--- src/sv/hng_pkg.sv ---
// Shared constants, types and rounding helpers for the high-pass noise gate
package hng_pkg;
    localparam int SampleBits = 16;
    localparam int CoefBits   = 16;
    localparam int FiltBits   = SampleBits + 2;
    localparam int GainBits   = CoefBits + 1;
    localparam int ThrBits    = SampleBits - 1;
    localparam int AccBits    = 48;
    localparam int DivBits    = FiltBits + CoefBits;

    localparam logic [GainBits-1:0] OneQ      = GainBits'(1) << CoefBits;
    localparam int                  FloorInt  = ((12 * (1 << CoefBits)) + 50) / 100;
    localparam logic [GainBits-1:0] GateFloor = GainBits'(FloorInt);
    localparam logic [GainBits-1:0] GateSlope = OneQ - GateFloor;

    localparam logic signed [FiltBits-1:0] FiltMax = FiltBits'((1 << (SampleBits + 1)) - 1);
    localparam logic signed [FiltBits-1:0] FiltMin = -FiltBits'(1 << (SampleBits + 1));
    localparam logic signed [SampleBits-1:0] OutMax = SampleBits'((1 << (SampleBits - 1)) - 1);
    localparam logic signed [SampleBits-1:0] OutMin = -SampleBits'(1 << (SampleBits - 1));

    localparam logic [1:0] RegHp  = 2'd0;
    localparam logic [1:0] RegRel = 2'd1;
    localparam logic [1:0] RegSm  = 2'd2;
    localparam logic [1:0] RegThr = 2'd3;

    typedef enum logic [6:0] {
        S_IDLE = 7'b0000001,
        S_HP   = 7'b0000010,
        S_ENV  = 7'b0000100,
        S_DIV  = 7'b0001000,
        S_SQ   = 7'b0010000,
        S_GAIN = 7'b0100000,
        S_OUT  = 7'b1000000
    } t_state;

    typedef struct packed {
        logic                       start;
        logic signed [AccBits-1:0]  a;
        logic signed [AccBits-1:0]  b;
    } t_mul_req;

    function automatic logic signed [AccBits-1:0] round_q(input logic signed [AccBits-1:0] p);
        round_q = (p + signed'(AccBits'(1) << (CoefBits - 1))) >>> CoefBits;
    endfunction
endpackage

--- src/sv/hng_mul.sv ---
// Bit-serial shift-and-add signed multiplier, one multiplier bit per cycle
module hng_mul (
    input  logic                                 i_clk,
    input  logic                                 i_rst_n,
    input  hng_pkg::t_mul_req                    i_req,
    output logic                                 o_done,
    output logic signed [hng_pkg::AccBits-1:0]   o_prod
);
    localparam int Cnt = hng_pkg::AccBits / 2;

    logic                                r_busy;
    logic [$clog2(Cnt+1)-1:0]            r_cnt;
    logic signed [hng_pkg::AccBits-1:0]  r_acc;
    logic signed [hng_pkg::AccBits-1:0]  r_mcand;
    logic [Cnt-1:0]                      r_mplier;
    logic                                r_neg;

    always_ff @(posedge i_clk) begin
        if (!i_rst_n) begin
            r_busy <= 1'b0;
            r_cnt  <= '0;
        end else if (i_req.start) begin
            r_busy   <= 1'b1;
            r_cnt    <= '0;
            r_acc    <= '0;
            r_neg    <= i_req.b[hng_pkg::AccBits-1];
            r_mcand  <= i_req.a;
            r_mplier <= i_req.b[hng_pkg::AccBits-1] ? Cnt'(-i_req.b) : Cnt'(i_req.b);
        end else if (r_busy) begin
            if (r_mplier[0]) begin
                r_acc <= r_acc + r_mcand;
            end
            r_mcand  <= r_mcand <<< 1;
            r_mplier <= r_mplier >> 1;
            r_cnt    <= r_cnt + 1'b1;
            if (r_cnt == ($clog2(Cnt+1))'(Cnt - 1)) begin
                r_busy <= 1'b0;
            end
        end
    end

    assign o_done = r_busy && (r_cnt == ($clog2(Cnt+1))'(Cnt - 1));
    assign o_prod = r_neg ? -(r_acc + (r_mplier[0] ? r_mcand : '0))
                          :  (r_acc + (r_mplier[0] ? r_mcand : '0));
endmodule

--- src/sv/hng_div.sv ---
// Restoring divider, one quotient bit per cycle, for the envelope ratio
module hng_div (
    input  logic                                i_clk,
    input  logic                                i_rst_n,
    input  logic                                i_start,
    input  logic [hng_pkg::DivBits-1:0]         i_num,
    input  logic [hng_pkg::ThrBits-1:0]         i_den,
    output logic                                o_done,
    output logic [hng_pkg::DivBits-1:0]         o_quot
);
    localparam int CntW = $clog2(hng_pkg::DivBits + 1);

    logic                            r_busy;
    logic [CntW-1:0]                 r_cnt;
    logic [hng_pkg::DivBits-1:0]     r_q;
    logic [hng_pkg::ThrBits:0]       r_rem;
    logic [hng_pkg::ThrBits:0]       w_trial;

    assign w_trial = {r_rem[hng_pkg::ThrBits-1:0], r_q[hng_pkg::DivBits-1]};

    always_ff @(posedge i_clk) begin
        if (!i_rst_n) begin
            r_busy <= 1'b0;
            r_cnt  <= '0;
        end else if (i_start) begin
            r_busy <= 1'b1;
            r_cnt  <= '0;
            r_q    <= i_num;
            r_rem  <= '0;
        end else if (r_busy) begin
            if (w_trial >= {1'b0, i_den}) begin
                r_rem <= w_trial - {1'b0, i_den};
                r_q   <= {r_q[hng_pkg::DivBits-2:0], 1'b1};
            end else begin
                r_rem <= w_trial;
                r_q   <= {r_q[hng_pkg::DivBits-2:0], 1'b0};
            end
            r_cnt <= r_cnt + 1'b1;
            if (r_cnt == CntW'(hng_pkg::DivBits - 1)) begin
                r_busy <= 1'b0;
            end
        end
    end

    assign o_done = !r_busy && !i_start;
    assign o_quot = r_q;
endmodule

--- src/sv/highpass_noise_gate_top.sv ---
// Top level of the high-pass noise gate: sequencer, state and output register
//
// channel   | handshake                  | payload
// input     | i_valid / o_ready          | i_sample_in, i_start_req
// result    | o_valid / i_ready          | o_sample_out
// config    | i_cfg_we                   | i_cfg_idx, i_cfg_data
//
// One item passes, from accept to next accept, through up to six products in the serial
// multiplier and, below the threshold, one ratio through the serial divider; attack skips
// the release product. Synchronous active-low reset clears control and filter state,
// sets the gain to unity and loads the default coefficients and threshold.
// A result waits in the output register; the next item is accepted meanwhile,
// and the last product repeats until that register is free.
module highpass_noise_gate_top (
    input  logic                  i_clk,
    input  logic                  i_rst_n,
    input  logic                  i_valid,
    output logic                  o_ready,
    input  logic signed [15:0]    i_sample_in,
    input  logic                  i_start_req,
    output logic                  o_valid,
    input  logic                  i_ready,
    output logic signed [15:0]    o_sample_out,
    input  logic                  i_cfg_we,
    input  logic [1:0]            i_cfg_idx,
    input  logic [15:0]           i_cfg_data
);
    localparam int A = hng_pkg::AccBits;
    localparam int F = hng_pkg::FiltBits;
    localparam int G = hng_pkg::GainBits;

    hng_pkg::t_state r_state;
    logic            r_sub;

    logic [15:0]               r_hp_coef, r_rel_coef, r_sm_coef;
    logic [14:0]               r_thr;
    logic signed [15:0]        r_x, r_last_in;
    logic signed [F-1:0]       r_last_filt, r_y;
    logic [F-1:0]              r_env, r_mag;
    logic [G-1:0]              r_gain, r_target;
    logic signed [A-1:0]       r_tmp;
    logic                      r_mul_busy, r_div_go, r_out_v;
    logic signed [15:0]        r_out;

    hng_pkg::t_mul_req         w_req;
    logic                      w_mdone, w_ddone, w_gate_open;
    logic signed [A-1:0]       w_prod, w_rq, w_hp_v, w_gain_v;
    logic signed [F-1:0]       w_y;
    logic [hng_pkg::DivBits-1:0] w_quot;

    hng_mul u_mul (.i_clk, .i_rst_n, .i_req(w_req), .o_done(w_mdone), .o_prod(w_prod));
    hng_div u_div (.i_clk, .i_rst_n, .i_start(r_div_go),
                   .i_num({r_env, hng_pkg::CoefBits'(0)}), .i_den(r_thr),
                   .o_done(w_ddone), .o_quot(w_quot));

    assign w_rq    = hng_pkg::round_q(w_prod);
    assign o_ready = i_rst_n && (r_state == hng_pkg::S_IDLE);
    assign o_valid = r_out_v;
    assign o_sample_out = r_out;

    assign w_gate_open = A'({1'b0, r_env}) >= A'({1'b0, r_thr});
    assign w_hp_v      = A'(r_x) - A'(r_last_in) + w_rq;
    assign w_gain_v    = A'(signed'({1'b0, r_target})) + w_rq;

    always_comb begin
        if (w_hp_v > A'(hng_pkg::FiltMax)) begin
            w_y = hng_pkg::FiltMax;
        end else if (w_hp_v < A'(hng_pkg::FiltMin)) begin
            w_y = hng_pkg::FiltMin;
        end else begin
            w_y = F'(w_hp_v);
        end
    end

    always_comb begin
        w_req.start = 1'b0;
        w_req.a     = '0;
        w_req.b     = '0;
        if (!r_mul_busy) begin
            unique case (r_state)
                hng_pkg::S_HP: begin
                    w_req.start = 1'b1;
                    w_req.a = A'(r_last_filt);
                    w_req.b = A'({1'b0, r_hp_coef});
                end
                hng_pkg::S_ENV: begin
                    w_req.start = (r_mag <= r_env);
                    w_req.a = A'(signed'({1'b0, r_env}) - signed'({1'b0, r_mag}));
                    w_req.b = A'({1'b0, r_rel_coef});
                end
                hng_pkg::S_SQ: begin
                    w_req.start = 1'b1;
                    w_req.a = r_sub ? r_tmp : A'({1'b0, w_quot});
                    w_req.b = r_sub ? A'({1'b0, hng_pkg::GateSlope}) : A'({1'b0, w_quot});
                end
                hng_pkg::S_GAIN: begin
                    w_req.start = 1'b1;
                    w_req.a = A'(signed'({1'b0, r_gain})) - A'(signed'({1'b0, r_target}));
                    w_req.b = A'({1'b0, r_sm_coef});
                end
                hng_pkg::S_OUT: begin
                    w_req.start = 1'b1;
                    w_req.a = A'(r_y);
                    w_req.b = A'({1'b0, r_gain});
                end
                default: ;
            endcase
        end
    end

    always_ff @(posedge i_clk) begin
        if (!i_rst_n) begin
            r_state     <= hng_pkg::S_IDLE;
            r_sub       <= 1'b0;
            r_mul_busy  <= 1'b0;
            r_div_go    <= 1'b0;
            r_out_v     <= 1'b0;
            r_hp_coef   <= 16'd64585;
            r_rel_coef  <= 16'd65519;
            r_sm_coef   <= 16'd65422;
            r_thr       <= 15'd58;
            r_last_in   <= '0;
            r_last_filt <= '0;
            r_env       <= '0;
            r_gain      <= hng_pkg::OneQ;
        end else begin
            r_div_go <= (r_state == hng_pkg::S_DIV) && r_sub && !w_gate_open;
            if (r_out_v && i_ready) begin
                r_out_v <= 1'b0;
            end
            if (i_cfg_we) begin
                unique case (i_cfg_idx)
                    hng_pkg::RegHp:  r_hp_coef  <= i_cfg_data;
                    hng_pkg::RegRel: r_rel_coef <= i_cfg_data;
                    hng_pkg::RegSm:  r_sm_coef  <= i_cfg_data;
                    hng_pkg::RegThr: r_thr      <= i_cfg_data[14:0];
                    default: ;
                endcase
            end
            if (w_req.start) begin
                r_mul_busy <= 1'b1;
            end
            if (w_mdone) begin
                r_mul_busy <= 1'b0;
            end
            unique case (r_state)
                hng_pkg::S_IDLE: begin
                    if (i_valid && o_ready) begin
                        r_x   <= i_sample_in;
                        r_sub <= 1'b0;
                        if (i_start_req) begin
                            r_last_in   <= '0;
                            r_last_filt <= '0;
                            r_env       <= '0;
                            r_gain      <= hng_pkg::OneQ;
                        end
                        r_state <= hng_pkg::S_HP;
                    end
                end
                hng_pkg::S_HP: begin
                    if (w_mdone) begin
                        r_y         <= w_y;
                        r_last_in   <= r_x;
                        r_last_filt <= w_y;
                        r_mag       <= w_y[F-1] ? F'(-w_y) : F'(w_y);
                        r_state     <= hng_pkg::S_ENV;
                    end
                end
                hng_pkg::S_ENV: begin
                    if (r_mag > r_env) begin
                        r_env      <= r_mag;
                        r_state    <= hng_pkg::S_DIV;
                        r_sub      <= 1'b1;
                    end else if (w_mdone) begin
                        r_env   <= F'(A'({1'b0, r_mag}) + w_rq);
                        r_state <= hng_pkg::S_DIV;
                        r_sub   <= 1'b1;
                    end
                end
                hng_pkg::S_DIV: begin
                    if (r_sub) begin
                        r_sub <= 1'b0;
                        if (w_gate_open) begin
                            r_target <= hng_pkg::OneQ;
                            r_state  <= hng_pkg::S_GAIN;
                        end
                    end else if (!r_div_go && w_ddone) begin
                        r_state <= hng_pkg::S_SQ;
                    end
                end
                hng_pkg::S_SQ: begin
                    if (w_mdone) begin
                        if (!r_sub) begin
                            r_tmp <= w_rq;
                            r_sub <= 1'b1;
                        end else begin
                            r_target <= G'(A'({1'b0, hng_pkg::GateFloor}) + w_rq);
                            r_sub    <= 1'b0;
                            r_state  <= hng_pkg::S_GAIN;
                        end
                    end
                end
                hng_pkg::S_GAIN: begin
                    if (w_mdone) begin
                        if (w_gain_v < 0) begin
                            r_gain <= '0;
                        end else if (w_gain_v > A'({1'b0, hng_pkg::OneQ})) begin
                            r_gain <= hng_pkg::OneQ;
                        end else begin
                            r_gain <= G'(w_gain_v);
                        end
                        r_state <= hng_pkg::S_OUT;
                    end
                end
                hng_pkg::S_OUT: begin
                    if (w_mdone && !r_out_v) begin
                        if (w_rq > A'(hng_pkg::OutMax)) begin
                            r_out <= hng_pkg::OutMax;
                        end else if (w_rq < A'(hng_pkg::OutMin)) begin
                            r_out <= hng_pkg::OutMin;
                        end else begin
                            r_out <= 16'(w_rq);
                        end
                        r_out_v <= 1'b1;
                        r_state <= hng_pkg::S_IDLE;
                    end
                end
                default: r_state <= hng_pkg::S_IDLE;
            endcase
        end
    end

`ifndef SYNTH
    a_gain_range: assert property (@(posedge i_clk) disable iff (!i_rst_n)
        r_gain <= hng_pkg::OneQ) else $error("gain above unity");
    a_no_accept_busy: assert property (@(posedge i_clk) disable iff (!i_rst_n)
        (r_state != hng_pkg::S_IDLE) |-> !o_ready) else $error("accept while busy");
    a_out_hold: assert property (@(posedge i_clk) disable iff (!i_rst_n)
        (o_valid && !i_ready) |=> (o_valid && $stable(o_sample_out)))
        else $error("result dropped");
`endif
endmodule
--- config.mk ---
export PLATFORM = sky130hd
export DESIGN_NAME = highpass_noise_gate_top
export DESIGN_NICKNAME = d
export VERILOG_FILES = /design/src/sv/hng_pkg.sv /design/src/sv/hng_mul.sv /design/src/sv/hng_div.sv /design/src/sv/highpass_noise_gate_top.sv
export SDC_FILE = /design/constraint.sdc
export NUM_CORES = 1
export LEC_CHECK = 0
export ABC_CLOCK_PERIOD_IN_PS = 27700
export BUFFER_PORTS_ARGS = -buffer_cell sky130_fd_sc_hd__buf_2
export CAP_MARGIN = 30
export CORE_MARGIN = 2
export CORE_UTILIZATION = 29
export CTS_CLUSTER_SIZE = 30
export DETAILED_ROUTE_END_ITERATION = 10
export HOLD_SLACK_MARGIN = 0.05
export PLACE_DENSITY = 0.42
export SLEW_MARGIN = 20
export SYNTH_ARGS = -nofsm -noshare
export SYNTH_HDL_FRONTEND = slang
export SYNTH_HIERARCHICAL = 1
export SYNTH_SLANG_ARGS = --single-unit
--- constraint.sdc ---
create_clock -name i_clk -period 27.7 [get_ports i_clk]
set_clock_uncertainty 0.15 [all_clocks]
set_input_delay 0 -clock i_clk [delete_from_list [all_inputs] [get_ports i_clk]]
set_output_delay 0 -clock i_clk [all_outputs]
set_load 0.005 [all_outputs]
==> flow_summary.ini <==
[run_status]
status = complete, no violations

[clock_network]
cts_max_level = 2
cts_setup_buffers = 0
cts_repair_resize_count = 0
cts_max_path_buffers = 3
worst_skew_pair.late_latency_ns = 0.70
cts.reportedPaths.clkPinSlew_ns = 0.06
numClockSinks = 442
cts_tree = yes
cts_made_buffers = 58
clock_root_buffer = clkbuf_16

[sta]
min_period_ns = 11.50
final-hold-violation-count = 0
setup_viol = 0
post-route-period-util = 0.415
setup_tns_ns = 0
timing_worst_slew_pin_value_ns = 1.11
max_freq_mhz = 86.9
worst_slew_margin_rel = 0.255
rsz0062_at_grt = false
final.hold.worst_slack_ns = 0.159
final-max-slew-violation-count = 0

[worst_setup_path]
critical_path.startpoint_type = register
crit_slowest_cell = nor4_4
cp_max_fo = 49
criticalPathCategory = register to register
worstPathArrival_ns = 11.83
critical_path.startpoint = u_mul/r_mplier[0]$_DFFE_PP_
r2r-start = u_mul/r_mplier[0]$_DFFE_PP_
cp_capture_type = register
cpPeakStageDelay_ns = 0.63
critical_path.reg2reg.endpoint = r_mag[16]$_DFFE_PP_
worst_r2r_path_depth = 39
reg2reg_setup_slack_ns = 16.20
worst-endpoint-required_ns = 28.02

[global_route]
antenna_found_initial = 11
grt_overflow = 0
grt_pass1_wl_um = 188000
grt_start_max_net_pins = 73
globalRouteTotalUtil = 0.195
first_global_vias = 29200

[power]
power.static_leakage_nw = 15.4
irDropWorstVdd_mv = 0.0527
totalPowerFinal_mw = 2.16
power-per-cell-area_nw_per_um2 = 53.6

[layout]
final_core_util = 0.336
area_growth_pct = 14.8
final_cell_count_no_fill = 5765
post_route_cells_drive_above_1_share = 0.106
fin_nets = 4415

[job]
maxCapViolations = 0

[floorplan]
die_h_um = 352
total_die_area_um2 = 124000
placeableCoreArea_um2 = 120000
die_width_um = 352
rows = 127
num_io_pins = 58
start_util = 0.293

[min_path]
hold_path_startpoint = i_cfg_idx[0]
worstHoldPathType = input port to register
hold_path_depth = 5
hold_end = r_hp_coef[1]$_SDFFE_PN0P_

[detailed_routing]
ant_nets = 0
detail_route.vias_per_cell = 5.32
detail_route.first_pass.iterations = 8
route.detailed.wl_per_inst_um = 21.6
via_count = 30700
detail_route.drc_violations = 0
postRouteWirelength_um = 125000
dr.first_iter.drc_count = 2339

[logic_synthesis]
synthCells = 4006
netlist_area_um2 = 35200
synth_warnings = 6
synthesis.area_per_instance_um2 = 8.78

[placed_design]
place.port_buffers = 57
hpwlAfterDp_um = 94700
placed_cells = 5567
finalWeightedCongestion = 0.889
[stage by stage]
step | setup WS [ns] | cell area [µm²]
3_3_place_gp | 16.24 | 37300
4_1_cts | 16.07 | 40300
6_report | 16.20 | 40400
3_5_place_dp | 16.07 | 37400
2_1_floorplan | 17.49 | 35300
5_1_grt | 15.19 | 40400
[worst max path at each step]
stage                           to  cells past startpoint
2_1_floorplan  r_mag[16]$_DFFE_PP_                     41
3_3_place_gp   r_mag[16]$_DFFE_PP_                     35
3_5_place_dp   r_mag[16]$_DFFE_PP_                     36
4_1_cts        r_mag[16]$_DFFE_PP_                     36
5_1_grt        r_mag[16]$_DFFE_PP_                     39
6_report       r_mag[16]$_DFFE_PP_                     39
[final cells by class]
cell class / instances / area, µm²
clock buffer: 70 / 1510
tap: 1612 / 2020
sequential: 442 / 11700
fill: 12700 / 79800
antenna: 1 / 2.50
clock inverter: 39 / 619
inverter: 236 / 886
multi-input combinational: 3156 / 22000
timing repair buffer: 209 / 1660
[cells in the final DEF, fill, tap and decap left out, types with 27 or more instances in the layout]
| cell type | count |
|---|---|
| nor4_1 | 27 |
| nor2_1 | 280 |
| fa_1 | 38 |
| a31oi_1 | 62 |
| nand3_1 | 143 |
| nor2b_1 | 35 |
| dlygate4sd3_1 | 86 |
| o21ai_0 | 173 |
| mux2i_1 | 30 |
| a21oi_1 | 295 |
| nand2_1 | 423 |
| mux2_2 | 103 |
| a211oi_1 | 29 |
| nand4_1 | 55 |
| or3_1 | 29 |
| ha_1 | 234 |
| a21o_1 | 115 |
| nand2b_1 | 31 |
| clkbuf_16 | 58 |
| a21boi_0 | 51 |
| xnor2_1 | 152 |
| and2_1 | 69 |
| edfxtp_1 | 286 |
| buf_2 | 60 |
| inv_1 | 232 |
| dfxtp_1 | 154 |
| o31ai_1 | 28 |
| and3_1 | 31 |
| buf_4 | 58 |
| nor3_1 | 77 |
| a22oi_1 | 42 |
| o211ai_1 | 31 |
| o21a_1 | 33 |
| xor2_1 | 127 |
[flip-flops by register name, indices dropped and copies added, names as in the netlist, 5 cells and up]
signal          cells
u_div/r_rem        15
r_sm_coef          16
r_gain             17
r_thr              15
u_div/o_quot       34
r_state             7
r_last_filt        18
u_mul/r_acc        48
u_mul/r_cnt         5
r_y                18
r_mag              17
r_hp_coef          16
r_rel_coef         16
r_x                16
u_mul/r_mplier     24
r_env              18
r_tmp              32
u_div/r_cnt         6
r_target           17
o_sample_out       16
r_last_in          16
u_mul/r_mcand      48
[per-layer routing]
metal / global-route usage / routed length [µm]
met5: 0 / 9
met4: 0.0591 / 3770
met2: 0.302 / 54300
met1: 0.280 / 60000
met3: 0.0265 / 6530
[critical path: cells and delay by family (launching register included)]
kind            cells  cell delay, ns
flops               1            0.35
simple gates       15            4.29
fa+ha+maj           5            1.93
buf+inv             5            0.75
xor+xnor            4            1.00
mux                 1            0.33
compound gates      9            2.54
[what timing repair did]
| action | 4_1_cts | 5_1_grt |
|---|---|---|
| hold buffers | 86 | 0 |
| setup endpoints to repair | 0 | 0 |
| hold endpoints to repair | 147 | 0 |
[report_power, final]
part           switching (mW)  leakage [nW]  total (mW)  internal [mW]
combinational           0.368          10.5       0.572          0.204
sequential             0.0142          3.87       0.741          0.726
clock                   0.332          1.01       0.851          0.519
total                   0.714          15.4        2.16           1.45
Power figures use the tool's default switching activity.
